**src/hdl/musc_pkg.sv**
```systemverilog
// ----------------------------------------------------------------------------
// Motor usage statistics package
// Shared types, codes and sizes for the usage statistics counter.
// ----------------------------------------------------------------------------
package musc_pkg;

    localparam int HISTORY_DEPTH = 3;
    localparam int COUNT_BITS    = 32;
    localparam int HIST_BASE     = 44;
    localparam int READ_LAST     = HIST_BASE + 5 * HISTORY_DEPTH;

    typedef enum logic [2:0] {
        OP_TICK  = 3'd0,
        OP_ERROR = 3'd1,
        OP_NEWRUN = 3'd2,
        OP_CLEAR = 3'd3,
        OP_READ  = 3'd4
    } t_opcode;

    typedef enum logic [1:0] {
        REQ_NONE   = 2'd0,
        REQ_STOP   = 2'd1,
        REQ_PERIOD = 2'd2,
        REQ_ERROR  = 2'd3
    } t_req;

    typedef enum logic [1:0] {
        CFG_ENABLE = 2'd0,
        CFG_START  = 2'd1,
        CFG_PERIOD = 2'd2,
        CFG_FLOOR  = 2'd3
    } t_cfg_idx;

    typedef struct packed {
        logic [2:0]  opcode;
        logic        second_edge;
        logic [15:0] engine_speed;
        logic [2:0]  flight_mode;
        logic        run_command;
        logic        stop_command;
        logic        open_circuit;
        logic        over_current;
        logic [31:0] error_code;
        logic [5:0]  counter_index;
    } t_in_word;

    typedef struct packed {
        logic [1:0]  write_request;
        logic        engine_started;
        logic        motor_running;
        logic [31:0] read_value;
    } t_out_word;

    typedef struct packed {
        logic        stats_enable;
        logic [15:0] start_speed;
        logic [15:0] write_period;
        logic [31:0] watchdog_floor;
    } t_cfg;

endpackage

```
**src/hdl/musc_cfg_regs.sv**
```systemverilog
// ----------------------------------------------------------------------------
// Configuration registers
// Holds the four configuration registers written through the config port.
// ----------------------------------------------------------------------------
module musc_cfg_regs (
    input  logic                 i_clk,
    input  logic                 i_rst_n,
    input  logic                 i_cfg_valid,
    input  logic [1:0]           i_cfg_index,
    input  logic [31:0]          i_cfg_data,
    output logic                 o_cfg_ready,
    output musc_pkg::t_cfg       o_cfg
);
    musc_pkg::t_cfg r_cfg;

    assign o_cfg_ready = 1'b1;
    assign o_cfg       = r_cfg;

    always_ff @(posedge i_clk) begin
        if (!i_rst_n) begin
            r_cfg.stats_enable   <= 1'b1;
            r_cfg.start_speed    <= 16'd500;
            r_cfg.write_period   <= 16'd60;
            r_cfg.watchdog_floor <= 32'd200000;
        end else if (i_cfg_valid) begin
            case (i_cfg_index)
                musc_pkg::CFG_ENABLE: r_cfg.stats_enable   <= i_cfg_data[0];
                musc_pkg::CFG_START:  r_cfg.start_speed    <= i_cfg_data[15:0];
                musc_pkg::CFG_PERIOD: r_cfg.write_period   <= i_cfg_data[15:0];
                musc_pkg::CFG_FLOOR:  r_cfg.watchdog_floor <= i_cfg_data;
                default: ;
            endcase
        end
    end
endmodule

```
**config.mk**
```make
export PLATFORM = sky130hd
export DESIGN_NAME = musc_cfg_regs
export DESIGN_NICKNAME = d
export VERILOG_FILES = /design/src/hdl/musc_pkg.sv /design/src/hdl/musc_cfg_regs.sv
export SDC_FILE = /design/constraint.sdc
export NUM_CORES = 1
export LEC_CHECK = 0
export ABC_CLOCK_PERIOD_IN_PS = 2100
export BUFFER_PORTS_ARGS = -buffer_cell sky130_fd_sc_hd__buf_2
export CAP_MARGIN = 5
export CORE_MARGIN = 2
export CORE_UTILIZATION = 52
export CTS_CLUSTER_SIZE = 24
export DETAILED_ROUTE_END_ITERATION = 12
export PLACE_DENSITY = 0.95
export SYNTH_ARGS = -nofsm -noshare
export SYNTH_HDL_FRONTEND = slang
export SYNTH_SLANG_ARGS = --single-unit
```
**constraint.sdc**
```tcl
create_clock -name i_clk -period 2.1 [get_ports i_clk]
set_input_delay 0.105 -clock i_clk [delete_from_list [all_inputs] [get_ports i_clk]]
set_output_delay 0.105 -clock i_clk [all_outputs]
set_load 0.1 [all_outputs]
```
==> metrics.md, run 1 <==
| Metric | Value |
|---|---|
| Largest net degree at the start of global routing | `52` |
| Core ar. | `slightly below 5000 um2` |
| Area leader, netlist | `dfxtp_1` |
| Port Buffers | `approximately 100` |
| Io pins | `between 100 and 150` |
| Fillers | `around 390` |
| Peak fanout along the critical path | `2` |
| Fraction of final layout cells with drive strength greater than 1 | `~33%` |
| CTS tree | `built` |
| Critical path launch point | `o_cfg[28]` |
| ANT cells | `0` |
| Top delay family on crit path | `buffers and inverters` |
| Synth warn | `0` |
| Post-route antenna net violation count | `0` |
| Period minus WS final | `roughly 1.2 ns` |
| Die H | `about 75 um` |
| Worst ir drop on vdd | `approximately 460 uV` |
| Mapped Cells | `approximately 270` |
| CTS Buffer Depth | `2` |
| Number of synthesized register bits | `65` |
| Vias per cell | `roughly 5` |
| Final Instance Area | `around 3300 um2` |
| Wire per inst | `13.4 um` |
| Most frequent cells in the layout | `101 x buf_2, 78 x nand2_1, 65 x dfxtp_1` |
| Crit-path cells | `buf_2` |
| Placed cell area | `just over 3000 um2` |
| Hold wc startpoint | `i_cfg_data[26]` |
| Final hold vios | `0` |
| Worst-Skew Late Latency | `0.33 ns` |
| Top cell type's share of synthesized area | `between 40% and 50%` |
| Relative slew slack | `between 60% and 70%` |
| Synth area leaders | `dfxtp_1 49%, mux2i_1 22%, nand2_1 11%` |
| Final setup viols | `0` |
| GPL Wtd Cong | `about 0.84` |
| Total grt overflow | `0` |
| Final nets | `just under 400` |
| Critical-path top delay cell | `buf_2` |
| Slew @ Worst Pin | `0.599 ns` |
| RSZ-0062 raised after global routing | `no` |
| DR DRC count | `0` |
| First drt pass iteration count | `4` |
| Initial drt markers | `a little over 90` |
| Clk slew on worst S/H paths | `0.07 ns` |
| First-pass GRT wire length | `slightly below 9000 um` |
| Post-cts sizing count | `0` |
| Final count of pins violating max slew | `0` |
| Fin Setup TNS | `0 ns` |
| DP Wirelength | `just over 4000 um` |
| H-tree Lvls | `3` |
| Worst R2R Start | `o_cfg[60]` |
| CP Launch Type | `flop` |
| Leakage Power | `1.67 nW` |
| Die ar. | `5650 um2` |
| Row cnt | `25` |
| Gr usage total | `between 20% and 30%` |
| Initial antenna violation count | `0` |
| WL final | `slightly below 6000 um` |
| Clk sinks | `65` |
| Max FFs per register | `between 60 and 70` |
| Min-delay worst type | `input port to flop` |
| Critical path's largest stage delay | `roughly 0.43 ns` |
| Commonest non-fill, non-tap cell in the layout | `buf_2` |
| Crit path capture type | `primary output` |
| Avg Cell Area, Syn | `9.87 um2` |
| Die width | `roughly 75 um` |
| Hold Buf Count CTS | `0` |
| Sum of buffers and inverters on the critical path | `1` |
| Number of global-route vias before repair | `about 2000` |
| Synth Cell Area | `2640 um2` |
| Final core utilization | `68.8%` |
| Pwr Density | `between 800 and 900 nW/um2` |
| Fmax | `822 MHz` |
| CTS buffer count | `9` |
| Mapped Nets | `304` |
| Worst Path Required | `roughly 2 ns` |
| Initial Util | `roughly 55%` |
| Synth cell types | `19` |
| Crit Path Class | `flop to primary output` |
| Synth-to-layout area growth | `25.7%` |
| Outcome | `finished, final reports clean` |
| Clock root buffer | `clkbuf_8` |
| Setup bufs post-CTS | `0` |
| Clock Skews | `0 ns` |
| Max Cap Viol | `0` |
| Worst Path Arrival | `about 1.1 ns` |
| Sequential share of the synthesized area | `roughly half` |
| Vias after detailed routing | `roughly 2100` |
| Tcrit/Tclk final | `around 58%` |
==> report_power, final <==
group / switching (mW) / internal [mW] / total (mW)
combinational: 0.465 / 0.117 / 0.582
sequential: 0.0223 / 1.28 / 1.30
clock: 0.443 / 0.603 / 1.05
==> metrics by stage <==
stage          power, mW  hold WS [ns]  std cells  setup slack, ns
6_report            2.93       0.00997        432            0.884
5_1_grt             3.03        0.0141        432            0.838
4_1_cts             2.95       0.00223        432            0.863
3_5_place_dp        1.91         0.363        417            0.777
3_3_place_gp        1.90         0.350        417            0.841
2_1_floorplan       1.81         0.247        267            0.835
==> per-layer routing <==
metal | vias to the layer above | track usage (%) | share of wire [%]
met2 | 79 | 33.8 | 48
met5 | - | 0 | 0
li1 | 1058 | - | -
met3 | 9 | 6.02 | 7.6
met1 | 960 | 25.8 | 43
met4 | 0 | 11.7 | 1.7
==> kinds of logic (layout without fill, tap and decap cells) <==
logic type,count (synthesis),after routing,synth area share [%]
AOI/OAI and AO/OA,7,7,1.99
other,1,1,0.142
muxes,58,58,22.0
buffers and inverters,29,127,6.65
and+or+nand+nor,107,107,19.8
DFF,65,65,49.4
==> cells in the mapped netlist (all sizes together) <==
cell	number
o211ai	7
clkbuf	4
dfxtp	65
inv	7
nand2	78
nand3b	2
nand3	1
buf	18
nand4bb	1
nor2b	15
and3	1
and3b	2
nor3b	1
nand4	4
nand4b	2
mux2i	58
conb	1
==> path summary, 6_finish.rpt <==
| path | cells after the start | to | slack [ns] |
|---|---|---|---|
| worst max-delay path | 1 | o_cfg[28] | 0.88 |
| worst max register to register | 2 | o_cfg[60] | 1.46 |
| worst min-delay path | 3 | o_cfg[26] | 0.01 |
| worst min register to register | 2 | o_cfg[38] | 0.46 |
==> final cells by class <==
class	count	area, um2	area share [%]
sequential	65	1300	39.3
inverter	7	26.3	0.793
clock buffer	12	155	4.68
multi-input combinational	173	1160	35.0
timing repair buffer	105	548	16.5
tap	67	83.8	2.53
clock inverter	3	40.0	1.21
Note: power is estimated with default switching activity, not from simulation.
==> run 2: changes to the inputs <==
--- a/config.mk
+++ b/config.mk
@@ -5,14 +5,14 @@
 export SDC_FILE = /design/constraint.sdc
 export NUM_CORES = 1
 export LEC_CHECK = 0
-export ABC_CLOCK_PERIOD_IN_PS = 2100
+export ABC_CLOCK_PERIOD_IN_PS = 1100
 export BUFFER_PORTS_ARGS = -buffer_cell sky130_fd_sc_hd__buf_2
 export CAP_MARGIN = 5
 export CORE_MARGIN = 2
-export CORE_UTILIZATION = 52
+export CORE_UTILIZATION = 43
 export CTS_CLUSTER_SIZE = 24
 export DETAILED_ROUTE_END_ITERATION = 12
-export PLACE_DENSITY = 0.95
+export PLACE_DENSITY = 0.86
 export SYNTH_ARGS = -nofsm -noshare
 export SYNTH_HDL_FRONTEND = slang
 export SYNTH_SLANG_ARGS = --single-unit
==> constraint.sdc (replaced) <==
create_clock -name i_clk -period 1.1 [get_ports i_clk]
set_input_delay 0.055 -clock i_clk [delete_from_list [all_inputs] [get_ports i_clk]]
set_output_delay 0.055 -clock i_clk [all_outputs]
set_load 0.1 [all_outputs]
==> metrics.md, run 2 (synthesized netlist as in run 1, its figures left out) <==
| Metric | Value |
|---|---|
| Initial Util | `44.5% (was 54.7%)` |
| CP endpoint | `o_cfg[18] (was o_cfg[28])` |
| Clk slew on worst S/H paths | `0.07 ns (about the same)` |
| Io pins | `103 (unchanged)` |
| Worst R2R Start | `o_cfg[64] (was o_cfg[60])` |
| Outcome | `finished, final reports clean (unchanged)` |
| CP Launch Type | `flop (unchanged)` |
| Wire per inst | `14.8 um (was 13.4 um)` |
| Leakage Power | `2.00 nW (was 1.67 nW)` |
| Crit Path Class | `flop to primary output (unchanged)` |
| Critical-path top delay cell | `dfxtp_2 (was buf_2)` |
| First-pass GRT wire length | `10700 um (was 8870 um)` |
| Worst ir drop on vdd | `1330 uV (was 460 uV)` |
| Crit path capture type | `primary output (unchanged)` |
| Critical path launch point | `o_cfg[18] (was o_cfg[28])` |
| R2R depth | `2 (unchanged)` |
| Critical path's largest stage delay | `0.34 ns (was 0.43 ns)` |
| R2R Path End | `o_cfg[64] (was o_cfg[60])` |
| Worst reg2reg setup slack | `0.44 ns (was 1.46 ns)` |
| Critical Path Stages | `1 (unchanged)` |
| Final hold slack | `0.0165 ns (was 0.00997 ns)` |
| Synth-to-layout area growth | `67.6% (was 25.7%)` |
| Final count of pins violating max slew | `0 (unchanged)` |
| Commonest non-fill, non-tap cell in the layout | `nand2_1 (was buf_2)` |
| CTS buffer count | `9 (unchanged)` |
| Tot Pwr | `6.19 mW (was 2.93 mW)` |
| Final Worst Setup Slack | `0.0804 ns (was 0.884 ns)` |
| Max FFs per register | `65 (unchanged)` |
| Fraction of final layout cells with drive strength greater than 1 | `48.6% (was 33.4%)` |
| RSZ-0062 raised after global routing | `no (unchanged)` |
| Vias after detailed routing | `2256 (was 2106)` |
| Pwr Density | `1400 nW/um2 (was 884 nW/um2)` |
| Final core utilization | `74.6% (was 68.8%)` |
| Clock Skews | `0 ns (unchanged)` |
| DR DRC count | `0 (unchanged)` |
| Sum of buffers and inverters on the critical path | `1 (unchanged)` |
| Final hold vios | `0 (unchanged)` |
| Core ar. | `5920 um2 (was 4820 um2)` |
| ANT cells | `0 (unchanged)` |
| Final setup viols | `0 (unchanged)` |
| Max Cap Viol | `0 (unchanged)` |
| Worst Path Arrival | `0.96 ns (was 1.11 ns)` |
| Worst Path Required | `1.04 ns (was 2.00 ns)` |
| Top delay family on crit path | `flip-flops (was buffers and inverters)` |
| Peak fanout along the critical path | `2 (unchanged)` |
| Dpl cells | `430 (was 417)` |
| Clk sinks | `65 (unchanged)` |
| DP Wirelength | `4630 um (was 4120 um)` |
| Crit-path cells | `buf_4 (was buf_2)` |
| Port Buffers | `101 (unchanged)` |
| Initial drt markers | `41 (was 91)` |
| Clock root buffer | `clkbuf_8 (unchanged)` |
| Largest net degree at the start of global routing | `52 (unchanged)` |
| Final nets | `425 (was 398)` |
| Final Instance Area | `4420 um2 (was 3310 um2)` |
| Worst-Skew Late Latency | `0.33 ns (about the same)` |
| GPL Wtd Cong | `0.778 (was 0.841)` |
| CTS tree | `built (unchanged)` |
| Fin Setup TNS | `0 ns (unchanged)` |
| Post-route antenna net violation count | `0 (unchanged)` |
| Most frequent cells in the layout | `78 x nand2_1, 65 x dfxtp_2, 58 x mux2i_1 (was 101 x buf_2, 78 x nand2_1, 65 x dfxtp_1)` |
| Tcrit/Tclk final | `between 90% and 100%` |
| CTS Buffer Depth | `2 (unchanged)` |
| Total grt overflow | `0 (unchanged)` |
| Fmax | `981 MHz` |
| WL final | `6930 um (was 5780 um)` |
| Row cnt | `28 (was 25)` |
| Min-delay worst type | `input port to flop (unchanged)` |
| DP Worst Slack | `0.0914 ns (was 0.777 ns)` |
| Die ar. | `6770 um2 (was 5650 um2)` |
| Initial antenna violation count | `0 (unchanged)` |
| Number of global-route vias before repair | `2292 (was 1962)` |
| Die H | `82.3 um (was 75.2 um)` |
| Vias per cell | `4.82 (was 4.88)` |
| First drt pass iteration count | `4 (unchanged)` |
| Period minus WS final | `a little over 1 ns` |
| Fillers | `396 (was 389)` |
| Gr usage total | `21.6% (was 21.2%)` |
| Setup bufs post-CTS | `0 (unchanged)` |
| Layout Cells excl Fill | `468 (was 432)` |
| Die width | `82.3 um (was 75.2 um)` |
| Placed cell area | `3920 um2 (was 3120 um2)` |
| H-tree Lvls | `3 (unchanged)` |
run 2: changes by cell type in the layout (fill, tap and decap cells not counted):
cell | before | now
buf_2 | 101 | 36
dfxtp_1 | 65 | 0
dfxtp_2 | 0 | 65
buf_12 | 1 | 46
buf_4 | 3 | 28
dlygate4sd3_1 | 0 | 22
clkbuf_1 | 1 | 3
clkinv_2 | 2 | 0
bufinv_16 | 1 | 2
run 2: routing by layer:
metal / up-vias / track usage [%] / part of all wire (%)
met5: - / 0 / 0
met1: 1040 / 20.4 / 38
met4: 0 / 9.17 / 2.2
met2: 82 / 41.0 / 54
li1: 1116 / - / -
met3: 18 / 8.37 / 6.3
run 2: tightest hold or removal path: cells and delay by family:
family / cells / cell delay [ns]
multiplexers: 1 / 0.07
AND/OR/NAND/NOR: 1 / 0.08
buffers and inverters: 1 / 0.09
run 2: worst min-delay path by stage:
stage	from	depth (start not counted)	endpoint
final	i_cfg_data[14]	3	o_cfg[62]
after global placement	i_cfg_data[26]	3	o_cfg[26]
after CTS	i_cfg_data[13]	3	o_cfg[61]
after global routing	i_cfg_data[13]	3	o_cfg[61]
after detailed placement	i_cfg_data[27]	3	o_cfg[27]
after floorplan	i_cfg_data[18]	2	o_cfg[18]
run 2: cell type report:
type,instances,area (um2),area share (%)
flip-flops and latches,65,1380,31.3
repair buffers,132,1530,34.7
inverters,7,26.3,0.595
clock inverters,2,60.1,1.36
clock buffers,14,163,3.68
multi-input cells,173,1160,26.2
well taps,75,93.8,2.13
run 2: repair_timing:
action,in CTS,in global routing
endpoints found under the hold margin,24,0
setup endpoints to repair,23,0
resized for setup,23,0
hold buffers,22,0
run 2: power by group:
part	internal [mW]	switching (mW)	total (mW)
Clock	1.40	0.848	2.25
Sequential	2.46	0.0803	2.54
Combinational	0.489	0.912	1.40
Total	4.35	1.84	6.19
==> run 3: changes to the inputs <==
--- a/config.mk
+++ b/config.mk
@@ -7,7 +7,7 @@
 export LEC_CHECK = 0
 export ABC_CLOCK_PERIOD_IN_PS = 1100
 export BUFFER_PORTS_ARGS = -buffer_cell sky130_fd_sc_hd__buf_2
-export CAP_MARGIN = 5
+export CAP_MARGIN = 20
 export CORE_MARGIN = 2
 export CORE_UTILIZATION = 43
 export CTS_CLUSTER_SIZE = 24
==> constraint.sdc (replaced) <==
create_clock -name i_clk -period 1.1 [get_ports i_clk]
set_input_delay 0.165 -clock i_clk [delete_from_list [all_inputs] [get_ports i_clk]]
set_output_delay 0.165 -clock i_clk [all_outputs]
set_load 0.1 [all_outputs]
==> metrics.md, run 3 (synthesized netlist as in run 1, its figures left out) <==
| Metric | Value |
|---|---|
| Tcrit/Tclk final | `93.9% (was 92.7%)` |
| DP Wirelength | `5190 um (was 4630 um)` |
| Final nets | `406 (was 425)` |
| DP Worst Slack | `-0.0268 ns (was 0.0914 ns)` |
| Placed cell area | `4300 um2 (was 3920 um2)` |
| Post-route antenna net violation count | `0 (unchanged)` |
| Wire per inst | `14.8 um (about the same)` |
| DR DRC count | `0 (unchanged)` |
| RSZ-0062 raised after global routing | `no (unchanged)` |
| Max Cap Viol | `0 (unchanged)` |
| H-tree Lvls | `3 (unchanged)` |
| Core ar. | `5920 um2 (unchanged)` |
| CTS buffer count | `9 (unchanged)` |
| Fraction of final layout cells with drive strength greater than 1 | `52.1% (was 48.6%)` |
| Total grt overflow | `0 (unchanged)` |
| Number of global-route vias before repair | `2271 (was 2292)` |
| Final setup viols | `0 (unchanged)` |
| Dpl cells | `433 (was 430)` |
| Final Instance Area | `4500 um2 (was 4420 um2)` |
| Period minus WS final | `1.03 ns (was 1.02 ns)` |
| Clk slew on worst S/H paths | `0.07 ns (about the same)` |
| Gr usage total | `20.9% (was 21.6%)` |
| Die ar. | `6770 um2 (unchanged)` |
| Final hold vios | `0 (unchanged)` |
| Final Worst Setup Slack | `0.0675 ns (was 0.0804 ns)` |
| Fmax | `968 MHz (was 981 MHz)` |
| Fin Setup TNS | `0 ns (unchanged)` |
| Vias after detailed routing | `2176 (was 2256)` |
| Largest net degree at the start of global routing | `39 (was 52)` |
| Max FFs per register | `65 (unchanged)` |
| Worst Path Arrival | `0.87 ns (was 0.96 ns)` |
| Die H | `82.3 um (unchanged)` |
| Setup bufs post-CTS | `0 (unchanged)` |
| Layout Cells excl Fill | `449 (was 468)` |
| Critical path's largest stage delay | `0.37 ns (was 0.34 ns)` |
| Crit-path cells | `buf_12 (was buf_4)` |
| Pwr Density | `1340 nW/um2 (was 1400 nW/um2)` |
| Hold Buf Count CTS | `0 (was 22)` |
| Crit Path Class | `flop to primary output (unchanged)` |
| Vias per cell | `4.85 (was 4.82)` |
| Clk sinks | `65 (unchanged)` |
| Top delay family on crit path | `flip-flops (unchanged)` |
| Initial antenna violation count | `0 (unchanged)` |
| Port Buffers | `101 (unchanged)` |
| Row cnt | `28 (unchanged)` |
| Worst ir drop on vdd | `757 uV (was 1330 uV)` |
| First-pass GRT wire length | `10600 um (was 10700 um)` |
| CP Launch Type | `flop (unchanged)` |
| Sum of buffers and inverters on the critical path | `1 (unchanged)` |
| Final count of pins violating max slew | `0 (unchanged)` |
| Crit path capture type | `primary output (unchanged)` |
| Critical-path top delay cell | `dfxtp_2 (unchanged)` |
| First drt pass iteration count | `4 (unchanged)` |
| CTS tree | `built (unchanged)` |
| Fillers | `375 (was 396)` |
| Min-delay worst type | `input port to flop (unchanged)` |
| Synth-to-layout area growth | `70.9% (was 67.6%)` |
| Worst-Skew Late Latency | `0.31 ns (was 0.33 ns)` |
| ANT cells | `0 (unchanged)` |
| WL final | `6660 um (was 6930 um)` |
| Commonest non-fill, non-tap cell in the layout | `nand2_1 (unchanged)` |
| Die width | `82.3 um (unchanged)` |
| Clock root buffer | `clkbuf_8 (unchanged)` |
| Leakage Power | `2.01 nW (was 2.00 nW)` |
| Clock Skews | `0 ns (unchanged)` |
| CTS Buffer Depth | `2 (unchanged)` |
| Io pins | `103 (unchanged)` |
| Initial drt markers | `55 (was 41)` |
| Peak fanout along the critical path | `2 (unchanged)` |
| Post-cts sizing count | `0 (was 23)` |
| Tot Pwr | `6.04 mW (was 6.19 mW)` |
| Worst Path Required | `0.94 ns (was 1.04 ns)` |
| Outcome | `finished, final reports clean (unchanged)` |
| Initial Util | `44.5% (unchanged)` |
| GPL Wtd Cong | `0.846 (was 0.778)` |
| Most frequent cells in the layout | `78 x nand2_1, 70 x buf_12, 65 x dfxtp_2 (was 78 x nand2_1, 65 x dfxtp_2, 58 x mux2i_1)` |
run 3: layout make-up:
type | instances | area (um2) | share of cell area [%]
clock inverter | 2 | 35.0 | 0.778
timing repair buffer | 113 | 1630 | 36.3
tap | 75 | 93.8 | 2.08
multi-input combinational | 173 | 1160 | 25.7
inverter | 7 | 26.3 | 0.583
clock buffer | 14 | 173 | 3.83
sequential | 65 | 1380 | 30.7
run 3: path summary, 6_finish.rpt:
| kind | from | endpoint | slack, ns | cells after the start |
|---|---|---|---|---|
| max | o_cfg[64] | o_cfg[64] | 0.07 | 1 |
| min | i_cfg_data[18] | o_cfg[18] | 0.07 | 3 |
| max reg2reg | o_cfg[37] | o_cfg[37] | 0.42 | 2 |
| min reg2reg | o_cfg[23] | o_cfg[23] | 0.48 | 2 |
run 3: where the power goes:
| group | leakage [nW] | switching, mW | internal [mW] | total (mW) |
|---|---|---|---|---|
| Clock | 0.107 | 0.825 | 1.23 | 2.06 |
| Combinational | 1.36 | 0.904 | 0.523 | 1.43 |
| Sequential | 0.544 | 0.0963 | 2.46 | 2.56 |
run 3: metal layers:
metal  GRT usage, %  vias to the layer above  part of all wire (%)
met5              0                        -                     0
met4           10.8                        0                   1.7
met3           5.98                       15                   5.5
met2           37.8                       69                    55
met1           21.8                     1007                    38
li1               -                     1085                     -
run 3: metrics by stage:
stage	utilization (%)	hold slack (ns)
after CTS	76.1	0.0611
final	76.1	0.0749
after global routing	76.1	0.0563
after detailed placement	72.5	0.416
after floorplan	-	0.300
after global placement	72.5	0.403
